--- config.mk ---
export PLATFORM = sky130hd
export DESIGN_NAME = cps_ctrl
export DESIGN_NICKNAME = d
export VERILOG_FILES = /design/src/design/cps_pkg.sv /design/src/design/cps_ctrl.sv
export SDC_FILE = /design/constraint.sdc
export NUM_CORES = 1
export LEC_CHECK = 0
export ABC_AREA = 1
export BUFFER_PORTS_ARGS = -buffer_cell sky130_fd_sc_hd__buf_4
export CAP_MARGIN = 40
export CORE_MARGIN = 8
export CORE_UTILIZATION = 35
export CTS_BUF_LIST = sky130_fd_sc_hd__clkbuf_4 sky130_fd_sc_hd__clkbuf_8
export CTS_CLUSTER_SIZE = 14
export DETAILED_ROUTE_END_ITERATION = 16
export GPL_ROUTABILITY_DRIVEN = 1
export PLACE_DENSITY_LB_ADDON = 0.05
export SYNTH_ARGS = -nofsm -noshare
export SYNTH_HDL_FRONTEND = slang
export SYNTH_SLANG_ARGS = --single-unit
--- constraint.sdc ---
create_clock -name clk -period 5.2 [get_ports clk]
set_clock_uncertainty 0.2 [all_clocks]
set_input_delay 0 -clock clk [delete_from_list [all_inputs] [get_ports clk]]
set_output_delay 0 -clock clk [all_outputs]
set_load 0.1 [all_outputs]
--- src/design/cps_pkg.sv ---
// Shared constants and word types for the closest pair search block.
package cps_pkg;

	localparam int MAX_POINTS = 1024;
	localparam int ADDR_W     = $clog2(MAX_POINTS);
	localparam int CNT_W      = $clog2(MAX_POINTS + 1);
	localparam int DIST_W     = 34;

	typedef struct packed {
		logic signed [15:0] point_x;
		logic signed [15:0] point_y;
		logic               last_point;
	} cps_in_t;

	typedef struct packed {
		logic signed [15:0] first_x;
		logic signed [15:0] first_y;
		logic signed [15:0] second_x;
		logic signed [15:0] second_y;
		logic [32:0]        dist_squared;
		logic               pair_valid;
		logic               overflowed;
	} cps_res_t;

	typedef struct packed {
		logic              load;
		logic              rd_en;
		logic              rd_latch;
		logic [ADDR_W-1:0] rd_addr;
		logic              clear;
	} cps_ctrl_t;

	typedef struct packed {
		logic [CNT_W-1:0] count;
		logic             pipe_busy;
	} cps_status_t;

endpackage

--- src/design/cps_ctrl.sv ---
// Sequencer for loading, pair scanning, pipeline drain and result word.
module cps_ctrl import cps_pkg::*; (
	input  logic        clk,
	input  logic        arst_n,
	input  logic        start,
	input  logic        last_point,
	input  cps_status_t status,
	output cps_ctrl_t   ctrl,
	output logic        busy,
	output logic        done
);

	typedef enum logic [2:0] {
		ST_IDLE,
		ST_SETUP,
		ST_LATCH,
		ST_SCAN,
		ST_DRAIN,
		ST_OUT
	} state_t;

	state_t            state_q;
	logic [ADDR_W-1:0] i_q;
	logic [ADDR_W-1:0] j_q;
	logic              j_end;
	logic              i_end;

	assign j_end = {1'b0, j_q} == (status.count - CNT_W'(1));
	assign i_end = {1'b0, i_q} == (status.count - CNT_W'(2));

	always_ff @(posedge clk or negedge arst_n) begin
		if (!arst_n) begin
			state_q <= ST_IDLE;
			i_q     <= '0;
			j_q     <= '0;
		end else begin
			unique case (state_q)
				ST_IDLE: begin
					if (start && last_point) begin
						state_q <= ST_SETUP;
					end
				end
				ST_SETUP: begin
					i_q <= '0;
					if (status.count >= CNT_W'(2)) begin
						state_q <= ST_LATCH;
					end else begin
						state_q <= ST_OUT;
					end
				end
				ST_LATCH: begin
					j_q     <= i_q + ADDR_W'(1);
					state_q <= ST_SCAN;
				end
				ST_SCAN: begin
					if (j_end) begin
						if (i_end) begin
							state_q <= ST_DRAIN;
						end else begin
							i_q     <= i_q + ADDR_W'(1);
							state_q <= ST_LATCH;
						end
					end else begin
						j_q <= j_q + ADDR_W'(1);
					end
				end
				ST_DRAIN: begin
					if (!status.pipe_busy) begin
						state_q <= ST_OUT;
					end
				end
				ST_OUT: begin
					state_q <= ST_IDLE;
				end
				default: begin
					state_q <= ST_IDLE;
				end
			endcase
		end
	end

	assign busy          = state_q != ST_IDLE;
	assign done          = state_q == ST_OUT;
	assign ctrl.load     = (state_q == ST_IDLE) && start;
	assign ctrl.rd_en    = (state_q == ST_LATCH) || (state_q == ST_SCAN);
	assign ctrl.rd_latch = state_q == ST_LATCH;
	assign ctrl.rd_addr  = (state_q == ST_LATCH) ? i_q : j_q;
	assign ctrl.clear    = state_q == ST_OUT;

endmodule
==> results_dict.tcl <==
set metrics [dict create \
    status "finished, final reports clean" \
    synth_area_leaders "dfrtp_1 (24%), nand2_1 (19%), inv_1 (6.7%), nand3_1 (5.8%), xor2_1 (5.8%)" \
    fin_crit_sh 0.550 \
    cp_max_fo 17 \
    antenna_found_initial 0 \
    rsz0062_at_grt "false" \
    final.setup.tns_ps 0 \
    finalInstanceArea_um2 2780 \
    ant_nets 0 \
    area_delta_synth_final_pct 14.8 \
    row_count 30 \
    grt_overflow 0 \
    hold_viol 0 \
    die_y_um 99.1 \
    pre_cts_ws_ps 2350 \
    leakagePower_nw 1.37 \
    io_pins 32 \
    clock_latency_ps 260 \
    grt_max_degree 24 \
    firstDrtPassIters 5 \
    ir_drop_mv 0.186 \
    whs_ps 47.2 \
    synth_top_area_share 0.238 \
    cp.arrival_ps 2810 \
    fin_nets 438 \
    vias 2405 \
    wl_per_cell_um 14.0 \
    dpl.hpwl_um 5810 \
    syn_area_um2 2420 \
    yosys.area.top_type "dfrtp_1" \
    grtUsageTotal 0.148 \
    diodes 0 \
    clock.fmax_mhz 350 \
    synth_flop_cell "dfrtp_1" \
    finalWirelength_um 6970 \
    hold_path_class "in -> reg" \
    power_density_nw_per_um2 381 \
    yosysWarnings 0 \
    yosysSeqAreaShare 0.238 \
    ys_types 32 \
    vias_per_cell 4.85 \
    total_power_w 0.00106 \
    grt_pass1_wl_um 12000 \
    fin_crit_ps 2860 \
    tritoncts.num_buffers 3 \
    cts.clk_slew.worst_paths_ps 80 \
    reg2reg_slack_ps 2340 \
    drt_iter0_drc 123 \
    ys_ff_latch 23 \
    cts_htree_levels 1 \
    setup-violations-final 0 \
    start_util 0.358 \
    dpl_cell_area_um2 2680 \
    max_slew_margin 0.547 \
    slew_viol_final 0 \
    critical_path_required_ps 5150 \
    die-width_um 99.1 \
    cts_buffer_depth 2 \
    clkSinkCount 23 \
    drc 0 \
    layout-drive-gt1-share 0.159 \
    portBuffers 31 \
    end_kind "flop" \
    synth_edf_count 0 \
    die-area_um2 9820 \
    postSynthCellCount 390 \
    fill_cells 760 \
    gp_congestion 0.792 \
    synth_nets 411 \
    setup_ws_ps 2340 \
    tritoncts "yes" \
    maxCapViolCount 0 \
    startpoint_type "flop" \
    grt_pass1_vias 2354 \
    synthTopCellsByCount "nand2_1 (122), inv_1 (43), nor2_1 (37), nand3_1 (28), o21ai_0 (25)" \
    worst_pin_slew_ps 677 \
    critPathKind "reg -> reg" \
    core_um2 6760 \
    avgSynthCellArea_um2 6.20 \
    cts_root_buf "clkbuf_8" \
    async_flop_share 1.00 \
    yosysMostFrequentCell "nand2_1" \
]
## metal layers
metal  track usage  wire (µm)  up-vias
met5             0          0        -
met2         0.245       3220       34
met1         0.204       3460     1073
met3        0.0175        258        2
li1              -          -     1296
met4        0.0244         33        0
## metrics by stage
stage / cells / util
CTS: 495 / 0.409
detailed placement: 488 / 0.397
finish: 496 / 0.411
global placement: 488 / 0.397
floorplan: 390 / -
global route: 496 / 0.411
## registers in the layout (all words and copies together) (netlist names)
signal	count
state_q	3
i_q	10
j_q	10
## logic make-up (layout without fill, tap and decap cells)
logic type,after synthesis,count (layout),synth area share
AOI/OAI and AO/OA,43,43,0.107
xor gates and xnor gates,24,24,0.0870
adders and majority gates,5,5,0.0259
buffers and inverters,63,89,0.106
DFF,23,23,0.238
muxes,2,2,0.00828
and+or+nand+nor,230,230,0.428
## worst max-delay path, stage by stage (launching register included)
cell and delay [ps]:
dfrtp_1 410, inv_1 70, nor2_1 60, nand2_1 420, clkinv_1 540, nand4_1 580
nand3_2 270, nand2_1 140, nand2_1 50
## final timing paths
kind | startpoint | endpoint | cells past startpoint
max | state_q[1] | i_q[6] | 8
min | status[11] | state_q[1] | 7
max reg2reg | state_q[1] | i_q[6] | 8
min reg2reg | i_q[3] | i_q[3] | 2
max in group asynchronous | arst_n | state_q[0] | 4
min in group asynchronous | arst_n | j_q[0] | 3
## layout make-up
| cell class | instances | area [µm²] | area share |
|---|---|---|---|
| multi-input cells | 304 | 1590 | 0.571 |
| clock buffers | 4 | 48.8 | 0.0176 |
| inverters | 50 | 188 | 0.0676 |
| repair buffers | 35 | 278 | 0.100 |
| flip-flops and latches | 23 | 576 | 0.207 |
| well taps | 80 | 100 | 0.0361 |
## power by group
group          internal (W)  leakage, nW  switching, W  total (W)
registers          0.000208        0.311     0.0000422   0.000250
clock network     0.0000599       0.0262     0.0000593   0.000119
logic              0.000163         1.04      0.000527   0.000690
total              0.000430         1.37      0.000628    0.00106
## placed cells by master, fill, tap and decap left out, types with 3 or more instances in the layout
cell type	count
nand2_1	122
inv_1	43
nor2_1	37
buf_4	31
nand3_1	28
o21ai_0	25
dfrtp_1	23
xor2_1	16
nand4_1	16
o21ai_2	10
nor3_1	9
xnor2_1	8
inv_2	5
a21oi_1	5
ha_1	5
nor2_2	4
nand2_4	4
clkbuf_8	3
dlygate4sd3_1	3
## timing repair
| item | in CTS | in global routing |
|---|---|---|
| buffers inserted | 0 | 0 |
| hold buffers | 3 | 0 |
| hold endpoints to repair | 26 | 0 |
| resized for setup | 0 | 0 |
No activity file was read; power rests on OpenSTA's default activity.
